`src/rtl/abkf_pkg.sv`:
```
// Shared types, codes and saturation helpers for the angle and bias Kalman filter.
// Used by abkf_mac and angle_bias_kalman_filter; depends on nothing else.
`timescale 1ns / 1ps

package abkf_pkg;

  // Sequencer states.
  typedef enum logic [2:0] {
    ST_IDLE,
    ST_MLO,
    ST_MHI,
    ST_WB,
    ST_DSET,
    ST_DIV,
    ST_OUT
  } state_t;

  // Products of one update, in the order they are run.
  typedef enum logic [3:0] {
    OP_DRATE,
    OP_DC11,
    OP_DT,
    OP_DBN,
    OP_K0E,
    OP_K1E,
    OP_K1P00,
    OP_K1P01,
    OP_K0P01,
    OP_K0P00
  } op_t;

  // Configuration register indexes.
  localparam logic [1:0] REG_ANGLE_NOISE   = 2'd0;
  localparam logic [1:0] REG_BIAS_NOISE    = 2'd1;
  localparam logic [1:0] REG_MEASURE_NOISE = 2'd2;

  // Multiply-accumulate unit widths.
  localparam int MUL_A_W = 34;
  localparam int MUL_B_W = 48;
  localparam int HALF_W  = 24;
  localparam int PROD_W  = MUL_A_W + HALF_W + 1;
  localparam int ACC_W   = 82;

  // Largest gain magnitude, signed Q.24.
  localparam logic [30:0] GAIN_MAX = 31'h7fffffff;

  // Control of the multiply-accumulate unit.
  typedef struct packed {
    logic load;
    logic hi_half;
  } mac_ctl_t;

  function automatic logic signed [31:0] sat32(input logic signed [63:0] v);
    logic signed [31:0] r;
    if (v > 64'sd2147483647) begin
      r = 32'sh7fffffff;
    end else if (v < -64'sd2147483648) begin
      r = 32'sh80000000;
    end else begin
      r = v[31:0];
    end
    return r;
  endfunction

  function automatic logic signed [39:0] sat40(input logic signed [63:0] v);
    logic signed [39:0] r;
    if (v > 64'sd549755813887) begin
      r = 40'sh7fffffffff;
    end else if (v < -64'sd549755813888) begin
      r = 40'sh8000000000;
    end else begin
      r = v[39:0];
    end
    return r;
  endfunction

endpackage

```
`src/rtl/abkf_mac.sv`:
```
// Shared multiply-accumulate unit: a 34-bit signed operand times a 48-bit signed
// operand, formed from its two 24-bit halves in turn. Depends on abkf_pkg.
`timescale 1ns / 1ps

module abkf_mac (
  input  logic                                 clk,
  input  abkf_pkg::mac_ctl_t                   ctl,
  input  logic signed [abkf_pkg::MUL_A_W-1:0]  a,
  input  logic signed [abkf_pkg::MUL_B_W-1:0]  b,
  output logic signed [abkf_pkg::ACC_W-1:0]    acc
);

  logic signed [abkf_pkg::HALF_W:0]   b_part;
  logic signed [abkf_pkg::PROD_W-1:0] prod;
  logic signed [abkf_pkg::ACC_W-1:0]  prod_ext;

  // Low half is unsigned, high half carries the sign.
  always_comb begin
    if (ctl.hi_half) begin
      b_part = {b[abkf_pkg::MUL_B_W-1], b[abkf_pkg::MUL_B_W-1:abkf_pkg::HALF_W]};
    end else begin
      b_part = {1'b0, b[abkf_pkg::HALF_W-1:0]};
    end
    prod     = a * b_part;
    prod_ext = {{(abkf_pkg::ACC_W - abkf_pkg::PROD_W){prod[abkf_pkg::PROD_W-1]}}, prod};
  end

  // The low-half load sets the low partial product, the high-half load adds the high one.
  always_ff @(posedge clk) begin
    if (ctl.load) begin
      if (ctl.hi_half) begin
        acc <= acc + {prod_ext[abkf_pkg::ACC_W-abkf_pkg::HALF_W-1:0],
                      {abkf_pkg::HALF_W{1'b0}}};
      end else begin
        acc <= prod_ext;
      end
    end
  end

endmodule

```
`config.mk`:
```
export PLATFORM = sky130hd
export DESIGN_NAME = abkf_mac
export DESIGN_NICKNAME = d
export VERILOG_FILES = /design/src/rtl/abkf_pkg.sv /design/src/rtl/abkf_mac.sv
export SDC_FILE = /design/constraint.sdc
export NUM_CORES = 2
export LEC_CHECK = 0
export BUFFER_PORTS_ARGS = -buffer_cell sky130_fd_sc_hd__buf_4
export CAP_MARGIN = 20
export CORE_MARGIN = 4
export CORE_UTILIZATION = 31
export DETAILED_ROUTE_END_ITERATION = 10
export PLACE_DENSITY = 0.44
export SLEW_MARGIN = 20
export SYNTH_ARGS = -nofsm -noshare
export SYNTH_HDL_FRONTEND = slang
export SYNTH_SLANG_ARGS = --single-unit
```
`constraint.sdc`:
```
create_clock -name clk -period 17.05 [get_ports clk]
set_input_delay 5.115 -clock clk [delete_from_list [all_inputs] [get_ports clk]]
set_output_delay 5.115 -clock clk [all_outputs]
set_load 0.1 [all_outputs]
```
==> impl_metrics.ini <==
[detailed_routing]
dr.first_iter.drc_count = 1336
vias_per_cell = 4.81
drtPass1Iterations = 5
drc = 0
drtAntennaViolNets = 0
wl_mm = 114
num_vias = 26827
wire_per_inst_um = 20.4

[layout]
drive_gt1_share_pct = 7.27
top_register = acc
layout.nets = 5197
largest_register_ffs = 82
areaGrowthSynthToFinish_pct = 7.85
reg_top3 = acc (82)

[critical_path]
required_ns = 17.19
crit_buf_inv = 6
cp_slowest_cell = mux2_2
worstRegToRegCells = 12
cp_max_fo = 34
max_stage_delay_ns = 0.87
reg2reg_to = acc[80]$_DFFE_PP_
reg2reg_slack_ns = 12.97
worstSetupPathType = in -> reg
cp-end-kind = flop
crit_arrival_ns = 15.73
cp_common_cell = fa_1
critical-path-top-delay-family = adder cells
start_kind = primary input
r2r_start = acc[24]$_DFFE_PP_

[global_routing]
grt_pass1_wl_mm = 180
globalRouteTotalUtil_pct = 18.7
antenna_found_initial = 9
grt_max_degree = 60
grt_pass1_vias = 29927
overflow = 0

[hold_path]
hp-class = reg -> reg
hold_depth = 2
hp-start = acc[24]$_DFFE_PP_
holdPathEnd = acc[24]$_DFFE_PP_

[synth]
synthTopCellsByCount = inv_1, fa_1, nand2_1, and2_1, ha_1
syn_area_per_cell_um2 = 9.17
postSynthCellCount = 4020
ys_ff_latch = 82
synthFlopType = edfxtp_1
yosysUniqueCellTypes = 79
yosys.cell_count.top_type = inv_1
postSynth.asyncResetShare_pct = 0
syn_nets = 5193
synth_area_um2 = 36900
synthTopCellsByArea = fa_1, inv_1, ha_1, edfxtp_1, and2_1
synth_edf_count = 82
synth_top_area_share_pct = 47.0
seq_area_frac_synth_pct = 6.68
synth_area_leader_cell = fa_1
yosysWarnings = 0

[floorplan]
chipWidth_um = 353
num_io_pins = 167
die_y_um = 353
start_util_pct = 31.2
num_rows = 126
dieArea_um2 = 124000
coreArea_um2 = 118000

[sta]
finalSetupTns_ns = 0
finalClockSkew_ns = 0.0133
hold_viol = 0
finalMaxSlewViolations = 0
period_share_pct = 91.5
timing.fmax_mhz = 64.1
setup_viol = 0
timing.slew.headroom_pct = 42.0
period_needed_ns = 15.60
grt_setup_unrepaired = false
max_slew.worst_pin.slew_ns = 0.868

[cts]
cts_inserted_buffers = 9
ctsResizeCount = 0
cts_tree = done
clock_latency_ns = 0.39
ctsHoldBuffers = 0
clkTransAtPathRegs_ns = 0.08
clock_path_buffers = 2
root_buffer = clkbuf_16
htree_levels = 3
postCtsSetupRepairBufs = 0
cts.sinks = 82

[placed_design]
io_buffers = 166
dpl.hpwl_mm = 95.7
gp_congestion = 0.858

[flow_run]
drv_cap = 0

[status]
status = finished, final reports clean
==> cells in the final DEF, fill, tap and decap left out, drive strengths merged, types with 11 or more instances in the layout <==
| cell type | Yosys | layout |
|---|---|---|
| xnor2 | 66 | 66 |
| nand3 | 28 | 28 |
| and3 | 12 | 12 |
| and2 | 370 | 370 |
| inv | 884 | 888 |
| a211oi | 19 | 19 |
| ha | 222 | 222 |
| o21a | 12 | 12 |
| nor3 | 17 | 17 |
| nand4 | 25 | 25 |
| fa | 866 | 866 |
| nand2 | 541 | 541 |
| a21oi | 144 | 144 |
| nand2b | 15 | 15 |
| a31oi | 11 | 11 |
| buf | 20 | 186 |
| or2 | 16 | 16 |
| nor2 | 86 | 86 |
| mux2 | 41 | 41 |
| o21ai | 79 | 79 |
| xor2 | 52 | 52 |
| nor2b | 47 | 47 |
| a21o | 64 | 64 |
| edfxtp | 82 | 82 |
| o21bai | 22 | 22 |
| o211ai | 23 | 23 |
==> final cells by class <==
type,count,area (µm²)
fillers,12410,78300
diodes,7,17.5
well taps,1536,1920
inverters,884,3320
flip-flops and latches,82,2460
clock buffers,9,225
clock inverters,7,82.6
multi-input cells,2861,30300
repair buffers,186,1400
==> worst register-to-register path, delay by kind of cell (launching register included) <==
family,cells,cell delay (ns)
xor gates and xnor gates,1,0.17
AOI/OAI and AO/OA,7,2.06
DFF,1,0.48
adders and majority gates,2,0.77
and+or+nand+nor,2,0.38
==> how the worst max path moves through the flow <==
stage            from           endpoint  slack [ns]  depth (start not counted)
3_5_place_dp   ctl[0]  acc[81]$_DFFE_PP_        1.05                         34
5_1_grt        ctl[0]  acc[79]$_DFFE_PP_        0.79                         34
6_report       ctl[0]  acc[81]$_DFFE_PP_        1.45                         35
2_1_floorplan  ctl[0]  acc[81]$_DFFE_PP_        2.71                         38
4_1_cts        ctl[0]  acc[81]$_DFFE_PP_        1.46                         34
3_3_place_gp   ctl[0]  acc[81]$_DFFE_PP_        0.94                         35
==> stage by stage <==
stage	util, %	setup WS [ns]	area (µm²)	instances	hold slack, ns
6_report	33.7	1.45	39800	5572	0.839
5_1_grt	33.7	0.794	39700	5565	0.889
4_1_cts	33.7	1.46	39700	5565	0.855
3_5_place_dp	33.4	1.05	39400	5549	0.835
3_3_place_gp	33.4	0.940	39400	5549	0.815
2_1_floorplan	-	2.71	36900	4020	1.38
==> metal layers <==
layer	up-vias	track usage [%]	share of wire [%]
li1	12101	-	-
met1	14137	25.4	45
met2	478	32.0	49
met3	101	2.94	4.4
met4	10	3.08	1.7
met5	-	0	0.050
==> cell families after synthesis <==
kind of cell,synth area share [%]
AOI/OAI and AO/OA,7.54
xor gates and xnor gates,2.80
and+or+nand+nor,16.0
adders and majority gates,54.6
DFF,6.68
muxes,1.34
buffers and inverters,11.1
Power is not shown: default switching activity piles up to over one toggle a cycle in this logic, so the estimate is an artifact.
